--- config.mk ---
export PLATFORM = sky130hd
export DESIGN_NAME = crc_framed_command_reply_engine_unit
export DESIGN_NICKNAME = d
export VERILOG_FILES = /design/src/cfcr_pkg.sv /design/src/cfcr_datapath.sv /design/src/cfcr_ctrl.sv /design/src/crc_framed_command_reply_engine_unit.sv
export SDC_FILE = /design/constraint.sdc
export NUM_CORES = 1
export LEC_CHECK = 0
export CAP_MARGIN = 20
export CORE_UTILIZATION = 35
export CTS_CLUSTER_DIAMETER = 60
export DETAILED_ROUTE_END_ITERATION = 8
export DONT_BUFFER_PORTS = 1
export PLACE_DENSITY_LB_ADDON = 0.08
export SETUP_SLACK_MARGIN = 0.05
export SKIP_LAST_GASP = 1
export SYNTH_ARGS = -nofsm -noshare
export SYNTH_HDL_FRONTEND = slang
export SYNTH_HIERARCHICAL = 1
export SYNTH_SLANG_ARGS = --single-unit
--- constraint.sdc ---
create_clock -name i_clk -period 3.45 [get_ports i_clk]
set_clock_uncertainty 0.15 [all_clocks]
set_input_delay 0.5175 -clock i_clk [delete_from_list [all_inputs] [get_ports i_clk]]
set_output_delay 0.5175 -clock i_clk [all_outputs]
set_load 0.005 [all_outputs]
--- src/cfcr_pkg.sv ---
package cfcr_pkg;
    typedef enum logic [2:0] {
        REQ_BEGIN_WR = 3'd0,
        REQ_PAYLOAD  = 3'd1,
        REQ_BEGIN_RD = 3'd2,
        REQ_RX_BYTE  = 3'd3,
        REQ_TIMEOUT  = 3'd4
    } t_req;

    localparam logic [1:0] KIND_TX     = 2'd0;
    localparam logic [1:0] KIND_WORD   = 2'd1;
    localparam logic [1:0] KIND_TEXT   = 2'd2;
    localparam logic [1:0] KIND_STATUS = 2'd3;

    localparam logic [2:0] ST_OK      = 3'd0;
    localparam logic [2:0] ST_CRC     = 3'd1;
    localparam logic [2:0] ST_BAD_ACK = 3'd2;
    localparam logic [2:0] ST_NO_TERM = 3'd3;
    localparam logic [2:0] ST_TIMEOUT = 3'd4;
    localparam logic [2:0] ST_STRAY   = 3'd5;

    localparam logic [7:0] ACK_BYTE   = 8'hFF;
    localparam logic [7:0] ADDR_RESET = 8'd128;

    localparam logic [2:0] RK_TWO     = 3'd0;
    localparam logic [2:0] RK_FOUR    = 3'd1;
    localparam logic [2:0] RK_FIVE    = 3'd2;
    localparam logic [2:0] RK_SIXTEEN = 3'd3;
    localparam logic [2:0] RK_TEXT    = 3'd4;

    typedef enum logic [2:0] {
        DS_NONE    = 3'd0,
        DS_TX      = 3'd1,
        DS_STATUS  = 3'd2,
        DS_WORD    = 3'd3,
        DS_TEXT    = 3'd4
    } t_dsel;

    // controller -> datapath
    typedef struct packed {
        logic       crc_clear;
        logic       crc_feed;
        logic [7:0] crc_byte;
        logic       store_wr;
        logic [5:0] store_addr;
        logic [7:0] store_data;
        logic       rd_en;
        logic [5:0] rd_addr;
    } t_dp_cmd;

    // datapath -> controller
    typedef struct packed {
        logic [15:0] crc;
        logic [7:0]  rd_data;
    } t_dp_sts;

    function automatic logic [15:0] crc_step(input logic [15:0] c_in, input logic [7:0] b);
        logic [15:0] c;
        c = c_in ^ {b, 8'h00};
        for (int i = 0; i < 8; i++) begin
            c = c[15] ? ((c << 1) ^ 16'h1021) : (c << 1);
        end
        return c;
    endfunction
endpackage

--- src/cfcr_datapath.sv ---
module cfcr_datapath
    import cfcr_pkg::*;
#(
    parameter int DEPTH = 48
) (
    input  logic    i_clk,
    input  t_dp_cmd i_cmd,
    output t_dp_sts o_sts
);
    localparam int AW = $clog2(DEPTH);
    logic [7:0]  r_mem [DEPTH];
    logic [15:0] r_crc;
    logic [7:0]  r_rd;

    always_ff @(posedge i_clk) begin
        // restart from zero with the first byte of a frame
        if (i_cmd.crc_feed) begin
            r_crc <= crc_step(i_cmd.crc_clear ? 16'h0000 : r_crc, i_cmd.crc_byte);
        end else if (i_cmd.crc_clear) begin
            r_crc <= 16'h0000;
        end
        if (i_cmd.store_wr) begin
            r_mem[i_cmd.store_addr[AW-1:0]] <= i_cmd.store_data;
        end
        if (i_cmd.rd_en) begin
            r_rd <= r_mem[i_cmd.rd_addr[AW-1:0]];
        end
    end

    assign o_sts.crc     = r_crc;
    assign o_sts.rd_data = r_rd;
endmodule

--- src/cfcr_ctrl.sv ---
module cfcr_ctrl
    import cfcr_pkg::*;
#(
    parameter int TEXT_MAX    = 48,
    parameter int MAX_PAYLOAD = 32
) (
    input  logic        i_clk,
    input  logic        i_rst_n,
    input  logic        i_in_valid,
    output logic        o_in_ready,
    input  logic [2:0]  i_req,
    input  logic [7:0]  i_cmd_code,
    input  logic [5:0]  i_len,
    input  logic [2:0]  i_rkind,
    input  logic [7:0]  i_byte,
    input  logic [7:0]  i_addr,
    output logic        o_out_valid,
    input  logic        i_out_ready,
    output logic [1:0]  o_kind,
    output logic [7:0]  o_byte,
    output logic [31:0] o_word,
    output logic [31:0] o_signed,
    output logic [2:0]  o_status,
    output logic        o_last,
    output t_dp_cmd     o_cmd,
    input  t_dp_sts     i_sts
);
    localparam logic [5:0] TMAX = 6'(TEXT_MAX);
    localparam logic [5:0] PMAX = 6'(MAX_PAYLOAD);

    typedef enum logic [3:0] {
        S_IDLE, S_EMIT, S_TX_CMD, S_TX_CRCH, S_TX_CRCL, S_RD_REQ, S_RD_WAIT,
        S_RD_GOT, S_WORD_OUT, S_FINAL
    } t_state;

    typedef enum logic [2:0] {
        PH_IDLE, PH_SEND, PH_ACK, PH_DATA, PH_CRCH, PH_CRCL
    } t_phase;

    t_state      r_state, n_state;
    t_phase      r_phase, n_phase;
    logic [2:0]  r_ckind, n_ckind;
    logic [5:0]  r_cnt, r_exp, n_cnt, n_exp;
    logic [7:0]  r_crch, n_crch;
    logic [7:0]  r_cmd_hold, n_cmd_hold;
    logic [5:0]  r_ridx, n_ridx;
    logic [5:0]  r_rend, n_rend;
    logic [31:0] r_acc, n_acc;
    logic [2:0]  r_bnum, n_bnum;
    logic [2:0]  r_fin_status, n_fin_status;
    logic        r_tx_crc, n_tx_crc;
    logic        r_ov, n_ov;
    logic [1:0]  r_ok, n_ok;
    logic [7:0]  r_ob, n_ob;
    logic [31:0] r_ow, r_os, n_ow, n_os;
    logic [2:0]  r_ost, n_ost;
    logic        r_ol, n_ol;
    logic [7:0]  r_nb, n_nb;
    logic [5:0]  w_cnt_inc;
    logic [2:0]  w_rkind;

    wire out_free = !r_ov || i_out_ready;

    assign o_in_ready  = (r_state == S_IDLE) && !r_ov;
    assign o_out_valid = r_ov;
    assign o_kind      = r_ok;
    assign o_byte      = r_ob;
    assign o_word      = r_ow;
    assign o_signed    = r_os;
    assign o_status    = r_ost;
    assign o_last      = r_ol;

    wire in_go = i_in_valid && o_in_ready;

    assign w_cnt_inc = r_cnt + 6'd1;
    assign w_rkind   = (i_rkind > RK_TEXT) ? RK_TEXT : i_rkind;

    always_comb begin
        o_cmd = '0;
        if (in_go) begin
            unique case (i_req)
                REQ_BEGIN_WR, REQ_BEGIN_RD: begin
                    o_cmd.crc_feed = 1'b1;
                    o_cmd.crc_clear = 1'b1;
                    o_cmd.crc_byte = i_addr;
                end
                REQ_PAYLOAD: begin
                    if (r_phase == PH_SEND && r_cnt < r_exp) begin
                        o_cmd.crc_feed = 1'b1;
                        o_cmd.crc_byte = i_byte;
                    end
                end
                REQ_RX_BYTE: begin
                    if (r_phase == PH_DATA) begin
                        o_cmd.crc_feed = 1'b1;
                        o_cmd.crc_byte = i_byte;
                        o_cmd.store_wr = (r_cnt < TMAX);
                        o_cmd.store_addr = r_cnt;
                        o_cmd.store_data = i_byte;
                    end
                end
                default: ;
            endcase
        end
        if (r_state == S_TX_CMD && out_free) begin
            o_cmd.crc_feed = 1'b1;
            o_cmd.crc_byte = r_cmd_hold;
        end
        if (r_state == S_RD_REQ) begin
            o_cmd.rd_en = 1'b1;
            o_cmd.rd_addr = r_ridx;
        end
    end

    // Each output beat is loaded into the output register as out_free allows.
    always_comb begin
        n_state = r_state;
        n_phase = r_phase;
        n_ckind = r_ckind;
        n_cnt = r_cnt;
        n_exp = r_exp;
        n_crch = r_crch;
        n_cmd_hold = r_cmd_hold;
        n_ridx = r_ridx;
        n_rend = r_rend;
        n_acc = r_acc;
        n_bnum = r_bnum;
        n_fin_status = r_fin_status;
        n_tx_crc = r_tx_crc;
        n_ov = r_ov;
        n_ok = r_ok;
        n_ob = r_ob;
        n_ow = r_ow;
        n_os = r_os;
        n_ost = r_ost;
        n_ol = r_ol;
        n_nb = r_nb;
        if (r_ov && i_out_ready) n_ov = 1'b0;
        unique case (r_state)
            S_IDLE: begin
                if (in_go) begin
                    n_ok = KIND_STATUS; n_ob = '0; n_ow = '0; n_os = '0;
                    n_ol = 1'b1; n_ost = ST_STRAY;
                    n_tx_crc = 1'b0;
                    priority if (i_req == REQ_BEGIN_WR || i_req == REQ_BEGIN_RD) begin
                        n_cmd_hold = i_cmd_code;
                        n_cnt = '0;
                        n_ok = KIND_TX; n_ob = i_addr; n_ol = 1'b0; n_ost = ST_OK;
                        n_ov = 1'b1;
                        n_state = S_TX_CMD;
                        if (i_req == REQ_BEGIN_WR) begin
                            n_exp = (i_len > PMAX) ? PMAX : i_len;
                            n_ckind = RK_TWO;
                            n_phase = PH_SEND;
                            n_tx_crc = (i_len == 6'd0);
                        end else begin
                            n_ckind = w_rkind;
                            unique case (w_rkind)
                                RK_TWO:     n_exp = 6'd2;
                                RK_FOUR:    n_exp = 6'd4;
                                RK_FIVE:    n_exp = 6'd5;
                                RK_SIXTEEN: n_exp = 6'd16;
                                default:    n_exp = TMAX;
                            endcase
                            n_phase = PH_DATA;
                        end
                    end else if (i_req == REQ_PAYLOAD && r_phase == PH_SEND
                                 && r_cnt < r_exp) begin
                        n_ok = KIND_TX; n_ob = i_byte; n_ost = ST_OK;
                        n_cnt = w_cnt_inc;
                        n_ov = 1'b1;
                        if (w_cnt_inc >= r_exp) begin
                            n_ol = 1'b0;
                            n_state = S_TX_CRCH;
                        end
                    end else if (i_req == REQ_RX_BYTE && r_phase == PH_ACK) begin
                        n_ost = (i_byte == ACK_BYTE) ? ST_OK : ST_BAD_ACK;
                        n_ov = 1'b1;
                        n_phase = PH_IDLE;
                    end else if (i_req == REQ_RX_BYTE && r_phase == PH_DATA) begin
                        n_cnt = w_cnt_inc;
                        if (r_ckind == RK_TEXT) begin
                            if (i_byte == 8'd0) n_phase = PH_CRCH;
                            else if (w_cnt_inc >= TMAX) begin
                                n_ost = ST_NO_TERM; n_ov = 1'b1; n_phase = PH_IDLE;
                            end
                        end else if (w_cnt_inc >= r_exp) n_phase = PH_CRCH;
                    end else if (i_req == REQ_RX_BYTE && r_phase == PH_CRCH) begin
                        n_crch = i_byte;
                        n_phase = PH_CRCL;
                    end else if (i_req == REQ_RX_BYTE && r_phase == PH_CRCL) begin
                        n_phase = PH_IDLE;
                        if ({r_crch, i_byte} != i_sts.crc) begin
                            n_ost = ST_CRC; n_ov = 1'b1;
                        end else begin
                            n_fin_status = ST_OK;
                            n_ridx = '0;
                            n_bnum = '0;
                            n_acc = '0;
                            n_rend = (r_ckind == RK_TEXT) ?
                                     ((r_cnt < TMAX) ? r_cnt : TMAX) :
                                     (r_ckind == RK_TWO ? 6'd2 :
                                      r_ckind == RK_FOUR ? 6'd4 :
                                      r_ckind == RK_FIVE ? 6'd5 : 6'd16);
                            n_state = S_RD_REQ;
                        end
                    end else if (i_req == REQ_TIMEOUT && r_phase != PH_IDLE) begin
                        n_ost = ST_TIMEOUT; n_ov = 1'b1; n_phase = PH_IDLE;
                    end else begin
                        n_ov = 1'b1;
                    end
                end
            end
            S_TX_CMD: if (out_free) begin
                n_ok = KIND_TX; n_ob = r_cmd_hold; n_ov = 1'b1;
                n_ol = !(r_tx_crc || (r_phase == PH_SEND && r_exp == 6'd0));
                n_state = (r_phase == PH_SEND && r_exp == 6'd0) ? S_TX_CRCH : S_IDLE;
            end
            S_TX_CRCH: if (out_free) begin
                n_ok = KIND_TX; n_ob = i_sts.crc[15:8]; n_ol = 1'b0; n_ov = 1'b1;
                n_nb = i_sts.crc[7:0];
                n_state = S_TX_CRCL;
            end
            S_TX_CRCL: if (out_free) begin
                n_ok = KIND_TX; n_ob = r_nb; n_ol = 1'b1; n_ov = 1'b1;
                n_phase = PH_ACK;
                n_state = S_IDLE;
            end
            S_RD_REQ: begin
                if (r_ridx >= r_rend) n_state = S_FINAL;
                else n_state = S_RD_WAIT;
            end
            S_RD_WAIT: n_state = S_RD_GOT;
            S_RD_GOT: begin
                if (r_ckind == RK_TEXT) begin
                    if (i_sts.rd_data == 8'd0) n_state = S_FINAL;
                    else if (out_free) begin
                        n_ok = KIND_TEXT; n_ob = i_sts.rd_data; n_ow = '0;
                        n_os = '0; n_ost = ST_OK; n_ol = 1'b0; n_ov = 1'b1;
                        n_ridx = r_ridx + 6'd1;
                        n_state = S_RD_REQ;
                    end
                end else if (r_ckind == RK_FIVE && r_ridx == 6'd4) begin
                    n_nb = i_sts.rd_data;
                    n_ridx = r_ridx + 6'd1;
                    n_state = S_WORD_OUT;
                end else begin
                    n_acc = {r_acc[23:0], i_sts.rd_data};
                    n_ridx = r_ridx + 6'd1;
                    n_bnum = r_bnum + 3'd1;
                    if ((r_ckind == RK_TWO && r_bnum == 3'd1) ||
                        (r_ckind == RK_FOUR && r_bnum == 3'd3) ||
                        (r_ckind == RK_SIXTEEN && r_bnum == 3'd3)) begin
                        n_state = S_WORD_OUT;
                    end else n_state = S_RD_REQ;
                end
            end
            S_WORD_OUT: if (out_free) begin
                n_ok = KIND_WORD; n_ost = ST_OK; n_ol = 1'b0; n_ov = 1'b1;
                n_ow = r_acc;
                if (r_ckind == RK_FIVE) begin
                    n_ob = r_nb;
                    n_os = (r_nb != 8'd0) ? (32'd0 - r_acc) : r_acc;
                    n_state = S_FINAL;
                end else begin
                    n_ob = '0;
                    n_os = r_acc;
                    n_bnum = '0;
                    n_state = S_RD_REQ;
                end
            end
            S_FINAL: if (out_free) begin
                n_ok = KIND_STATUS; n_ob = '0; n_ow = '0; n_os = '0;
                n_ost = r_fin_status; n_ol = 1'b1; n_ov = 1'b1;
                n_state = S_IDLE;
            end
            default: n_state = S_IDLE;
        endcase
    end

    always_ff @(posedge i_clk) begin
        if (!i_rst_n) begin
            r_state <= S_IDLE;
            r_phase <= PH_IDLE;
            r_ckind <= '0;
            r_cnt <= '0;
            r_exp <= '0;
            r_crch <= '0;
            r_cmd_hold <= '0;
            r_ridx <= '0;
            r_rend <= '0;
            r_acc <= '0;
            r_bnum <= '0;
            r_fin_status <= '0;
            r_tx_crc <= 1'b0;
            r_ov <= 1'b0;
            r_ok <= '0;
            r_ob <= '0;
            r_ow <= '0;
            r_os <= '0;
            r_ost <= '0;
            r_ol <= 1'b0;
            r_nb <= '0;
        end else begin
            r_state <= n_state;
            r_phase <= n_phase;
            r_ckind <= n_ckind;
            r_cnt <= n_cnt;
            r_exp <= n_exp;
            r_crch <= n_crch;
            r_cmd_hold <= n_cmd_hold;
            r_ridx <= n_ridx;
            r_rend <= n_rend;
            r_acc <= n_acc;
            r_bnum <= n_bnum;
            r_fin_status <= n_fin_status;
            r_tx_crc <= n_tx_crc;
            r_ov <= n_ov;
            r_ok <= n_ok;
            r_ob <= n_ob;
            r_ow <= n_ow;
            r_os <= n_os;
            r_ost <= n_ost;
            r_ol <= n_ol;
            r_nb <= n_nb;
        end
    end
endmodule

--- src/crc_framed_command_reply_engine_unit.sv ---
// CRC-16 (0x1021, init 0) command/reply host engine. One input beat is taken
// at a time, only while the engine idles and its output register is empty. A
// begin emits the address and then the command byte; an empty write also emits
// the two CRC bytes, and so does the last payload byte after itself. A good reply
// replays the 48-entry byte store through its registered read port, each byte
// passing S_RD_REQ, S_RD_WAIT and S_RD_GOT. Sink stalls hold the output beat and
// the beat-emitting states. device_address is at byte address 0.
module crc_framed_command_reply_engine_unit
    import cfcr_pkg::*;
#(
    parameter int TEXT_MAX    = 48,
    parameter int MAX_PAYLOAD = 32
) (
    input  logic        i_clk,
    input  logic        i_rst_n,
    input  logic        s_axis_tvalid,
    output logic        s_axis_tready,
    // command[7:0], length[5:0], reply_kind[2:0], data_byte[7:0] low first
    input  logic [31:0] s_axis_tdata,
    // req_type[2:0]
    input  logic [2:0]  s_axis_tuser,
    output logic        m_axis_tvalid,
    input  logic        m_axis_tready,
    // out_byte[7:0], out_word[31:0], out_signed[31:0], out_status[2:0] low first
    output logic [79:0] m_axis_tdata,
    // out_kind[1:0]
    output logic [1:0]  m_axis_tuser,
    output logic        m_axis_tlast,
    input  logic        psel,
    input  logic        penable,
    input  logic        pwrite,
    input  logic [1:0]  paddr,
    input  logic [31:0] pwdata,
    output logic [31:0] prdata,
    output logic        pready
);
    logic [7:0]  r_addr;
    t_dp_cmd     w_cmd;
    t_dp_sts     w_sts;
    logic [7:0]  w_b;
    logic [31:0] w_w, w_s;
    logic [2:0]  w_st;

    assign pready = 1'b1;
    assign prdata = (paddr == 2'd0) ? {24'd0, r_addr} : 32'd0;

    always_ff @(posedge i_clk) begin
        if (!i_rst_n) r_addr <= ADDR_RESET;
        else if (psel && penable && pwrite && paddr == 2'd0) r_addr <= pwdata[7:0];
    end

    cfcr_ctrl #(.TEXT_MAX(TEXT_MAX), .MAX_PAYLOAD(MAX_PAYLOAD)) u_ctrl (
        .i_clk(i_clk), .i_rst_n(i_rst_n),
        .i_in_valid(s_axis_tvalid), .o_in_ready(s_axis_tready),
        .i_req(s_axis_tuser), .i_cmd_code(s_axis_tdata[7:0]),
        .i_len(s_axis_tdata[13:8]), .i_rkind(s_axis_tdata[16:14]),
        .i_byte(s_axis_tdata[24:17]), .i_addr(r_addr),
        .o_out_valid(m_axis_tvalid), .i_out_ready(m_axis_tready),
        .o_kind(m_axis_tuser), .o_byte(w_b), .o_word(w_w), .o_signed(w_s),
        .o_status(w_st), .o_last(m_axis_tlast),
        .o_cmd(w_cmd), .i_sts(w_sts)
    );

    cfcr_datapath #(.DEPTH(TEXT_MAX)) u_dp (
        .i_clk(i_clk), .i_cmd(w_cmd), .o_sts(w_sts)
    );

    assign m_axis_tdata = {5'd0, w_st, w_s, w_w, w_b};
endmodule

-- Word-level counts from Yosys, hierarchy flattened
Memories as Yosys holds them, arrays and structs flattened. A register that Yosys moved wholly into a read port is not among the register bits.
Index checks and enable logic that the tools add are counted.
- $add $sub $neg: 4
- multipliers: 0
- div/mod/pow operators: 0
- $lt $le $gt $ge: 7
- equality and inequality tests: 65
- shift-type cells: 0
- multiplexer cells: 194
- bitwise gates (word level): 15
- reduce and logical (&&, ||, !) cells: 68
- operators by type and width (operator ; number):
    $mux 32 ; 21
    $pmux 32 s4 ; 2
    $mux 8 ; 16
    $mux 3 ; 42
    $mux 6 ; 21
    $mux 13 ; 8
    $mux 4 ; 20
    $pmux 32 s2 ; 1
    $pmux 8 s7 ; 1
    $mux 16 ; 2
    $pmux 4 s8 ; 1
    $sub 1x32->32 const A ; 1
    $mux 1 ; 30
    $eq 3x2->1 const B ; 9
    $pmux 9 s3 ; 1
    $mux 25 ; 1
    $mux 2 ; 12
    $mux 24 ; 1
    $ne 4x4->1 const B ; 6
    $not 3->3 ; 8
    $pmux 6 s4 ; 1
    $ne 2x1->1 const B ; 11
    $ne 2x2->1 const B ; 11
    $reduce_and 11->1 ; 2
    64 further kinds ; 124
- register bits: 197
- latch bits: 0
- RAM bits: 384
- bits in read-only memories: 0
- input port bits: 76
- output and inout bits: 118
- logic and storage cells: 376
- memories: 1
- memories (name ; depth ; width ; read ports ; clocked after memory_dff ; write ports ; RTL line ; source):
    u_dp.r_mem ; 48 ; 8 ; 1 ; 1 ; 1 ; cfcr_datapath.sv:11 ; logic [7:0] r_mem [DEPTH];

-- Longest topological paths before layout
- depth in word-level cells: 24
- mapped depth: 14
- mapped depth without buffers: 12

-- Hierarchy
The synthesis kept the hierarchy.
- by module, submodules not included (module ; instances ; cells each ; area an instance (µm²) ; seq. area each (µm²)):
    cfcr_datapath ; 1 ; 890 ; 16290.6 ; 12091.6
    cfcr_ctrl ; 1 ; 1231 ; 9684.3 ; 3443.3
    crc_framed_command_reply_engine_unit ; 1 ; 77 ; 628.1 ; 160.2

-- Worst setup path before layout
No wires, ideal clock.
- path kind: flip-flop to flip-flop
- from: register u_ctrl.r_state[2]
- to: register u_dp.r_rd[3], read port of u_dp.r_mem, data pin
- setup time: 180 ps
- arrival: 3094 ps
- data required time: 3120 ps
- path slack: 26 ps
- cell stages (with the launch flop): 12
- path buffers: 3
- period minus slack after synthesis: 3424 ps
- cells stage by stage: dfxtp_1 clkbuf_1 nand2_1 nor3_1 and2_1 buf_4 nor2_1 buf_2 a22o_1 a221oi_1 o22ai_1 o41ai_2
- RTL lines (item ; RTL line ; source):
    from (decl) ; cfcr_ctrl.sv:40 ; t_state r_state, n_state;
    from (signal assigned) ; cfcr_ctrl.sv:305 ; r_state <= n_state;
    to (decl) ; cfcr_datapath.sv:13 ; logic [7:0] r_rd;

==> impl_metrics.yaml <==
floorplan:
  start_util: 0.356
  core_area_um2: 74800
  ioPinCount: 194
  die_y_um: 278
  num_rows: 100
  die_x_um: 278
  die_area_um2: 77100
clock_network:
  h-tree-depth: 3
  cts_sinks: 588
  worstSkewPairLatency_ns: 0.61
  cts_inserted_buffers: 71
  cts_tree: "built"
  postCtsSetupBuffers: 0
  cts_buffer_depth: 3
  clk_pin_slew_worst_paths_ns: 0.06
  root_buffer: "clkbuf_16"
detailed_routing:
  wire_per_inst_um: 22.7
  ant_nets: 0
  drt_iter0_drc: 1392
  via_per_inst: 5.37
  vias: 17900
  first_pass_iters: 6
  remaining_drc_errors: 0
  drt_wl_total_mm: 75.7
worst_setup_path:
  crit_path_max_incr_delay_ns: 0.56
  crit_slowest_cell: "mux4_2"
  worst-path-buf-inv: 3
  worstPathRequired_ns: 3.66
  crit_family: "multiplexers"
  worstPathMaxFanout: 9
  crit_path_cell_trace: "nand2_1, nor4_2, buf_12, buf_4, mux4_2, mux4_2, nand2_1, o41ai_2, buf_4"
  arrival_ns: 3.46
  startpoint_type: "flip-flop"
  end_kind: "flip-flop"
  crit_type: "reg -> reg"
status:
  outcome: "finished, final reports clean"
sta:
  tightest_slew_ns: 1.03
  timing.hold.ws_ns: 0.0279
  slew_violations: 0
  finalCriticalPeriod_ns: 3.25
  rsz0062_at_grt: "true"
  setup_viol: 0
  slew_headroom: 0.316
  tns_ns: 0
  setup_ws_ns: 0.204
  hold_viol: 0
  fmax_mhz: 308
  fin_crit_sh: 0.941
logic_synthesis:
  synth_edf_count: 392
  synth_ff_type: "edfxtp_1"
  synthArstFlopShare: 0
  syn-instance-count: 2198
  synth_seq_cells: 588
  yosysWarnings: 6
  syn-cell-area_um2: 26600
  synth_cell_types: 86
  avgSynthCellArea_um2: 12.1
  ys_seq_area_frac: 0.590
grt:
  grtUsageTotal: 0.194
  grt_max_degree: 165
  grt_antenna_before_repair: 0
  grt-ovfl-total: 0
  grt_pass1_vias: 17600
  grt_pass1_wl_mm: 114
placement:
  gp_congestion: 0.859
  portBuffers: 0
  place_inst: 3169
  dpl.hpwl_mm: 50.5
  place_area_um2: 28400
  dpl_worst_slack_ns: 0.0884
finish:
  nets: 2411
  antenna_cells: 0
  drive_gt1_frac: 0.158
  fin_cells: 3331
  final_area_um2: 31100
  area_growth_pct: 17.0
power:
  powerDensity_nw_per_um2: 574
  leakage_uw: 0.00950
  peakVddDrop_uv: 342
run:
  maxCapViolations: 0
min_path:
  hp-class: "in -> reg"
## timing repair
action                                 CTS  global route
endpoints found under the hold margin  115             0
resized for setup                        0            13
setup endpoints to repair                0           217
hold buffers                            37             0
## state kept, by name, summed over array words and instances (netlist names), 16 cells and up
name,count
u_ctrl/o_word,31
u_dp/r_mem,384
u_ctrl/o_signed,32
u_dp/r_crc,16
u_ctrl/r_acc,32
## layer usage
layer  vias up  GRT usage  part of all wire
met4         0     0.0571             0.023
li1       8431          -                 -
met5         -          0                 0
met2       450      0.323              0.48
met3       102     0.0296             0.042
met1      8918      0.261              0.45
## worst register-to-register path, cell delays in order (launching register included)
cell and delay (ns):
dfxtp_1 0.38, nand2_1 0.22, nor4_2 0.31, buf_12 0.22, buf_4 0.24, mux4_2 0.56, mux4_2 0.52, nand2_1 0.11
o41ai_2 0.10, buf_4 0.18
## cells by family (layout without fill, tap and decap cells)
family	after synthesis	count (layout)	share of synthesized area
DFF	588	588	0.590
and+or+nand+nor	635	635	0.115
buffers and inverters	225	361	0.0415
AOI/OAI and AO/OA	419	419	0.110
muxes	233	233	0.107
other	2	30	0.000282
adders and majority gates	25	25	0.0118
xor gates and xnor gates	71	71	0.0249
## where the power goes
group	leakage, uW	internal (uW)	switching (uW)
clock	0.00113	4340	2960
combinational	0.00406	944	1790
sequential	0.00431	7610	234
## synthesized netlist by cell type, drive strengths merged (12+ instances only)
| library cell | number | share of area |
|---|---|---|
| and3 | 23 | 0.0056 |
| nor3 | 34 | 0.0064 |
| nand2 | 232 | 0.033 |
| mux2i | 190 | 0.071 |
| o21ai | 68 | 0.013 |
| nand2b | 15 | 0.0035 |
| a21oi | 112 | 0.021 |
| and2 | 15 | 0.0036 |
| o211a | 14 | 0.0053 |
| nor2b | 13 | 0.0031 |
| clkbuf | 106 | 0.015 |
| nand4 | 12 | 0.0028 |
| nor2 | 99 | 0.014 |
| a22oi | 40 | 0.011 |
| mux4 | 40 | 0.034 |
| o211ai | 13 | 0.0037 |
| nand3 | 116 | 0.022 |
| xnor2 | 52 | 0.017 |
| o2bb2ai | 23 | 0.0076 |
| dfxtp | 196 | 0.15 |
| inv | 33 | 0.0047 |
| nor4 | 17 | 0.0042 |
| xor2 | 16 | 0.0053 |
| buf | 84 | 0.022 |
| edfxtp | 392 | 0.44 |
| ha | 25 | 0.012 |
| o22ai | 17 | 0.0040 |
| a221oi | 17 | 0.0056 |
| a22o | 24 | 0.0079 |
| or3 | 13 | 0.0032 |
| a21boi | 21 | 0.0059 |
## metrics by stage
| step | power [uW] | utilization |
|---|---|---|
| after floorplan | 9810 | - |
| after global placement | 10600 | 0.380 |
| after detailed placement | 10600 | 0.380 |
| after CTS | 18100 | 0.416 |
| after global routing | 18600 | 0.416 |
| final | 17900 | 0.416 |
## cell usage in the layout, fill, tap and decap left out, drive strengths merged, types with 17 or more instances in the layout
cell,synthesis,layout
o21ai,68,68
conb,2,30
o2bb2ai,23,23
a22oi,40,40
edfxtp,392,392
nor3,34,34
a21boi,21,21
a21oi,112,112
inv,33,37
and3,23,23
a221oi,17,17
a22o,24,24
nand3,116,116
dlygate4sd3,0,36
nor4,17,17
xnor2,52,52
nand2,232,232
nor2,99,99
o22ai,17,17
clkinv,2,29
ha,25,25
buf,84,165
mux2i,190,190
mux4,40,40
clkbuf,106,90
dfxtp,196,196
## layout make-up
type / count / area, um^2
multi-input combinational: 1413 / 10000
clock buffer: 90 / 1960
timing repair buffer: 201 / 1800
fill: 7056 / 43700
inverter: 35 / 131
clock inverter: 35 / 338
sequential: 588 / 15700
tap: 969 / 1210
## worst paths after layout
path                            depth (start not counted)              start           endpoint  slack (ns)
worst max-delay path                                    9  u_ctrl/r_state[2]       u_dp/r_rd[4]        0.20
worst min-delay path                                    3   s_axis_tdata[16]  u_ctrl/r_ckind[1]        0.03
worst max register to register                          9  u_ctrl/r_state[2]       u_dp/r_rd[4]        0.20
worst min register to register                          2   u_ctrl/r_rend[3]   u_ctrl/r_rend[3]        0.31
Note: power is estimated with default switching activity, not from simulation.
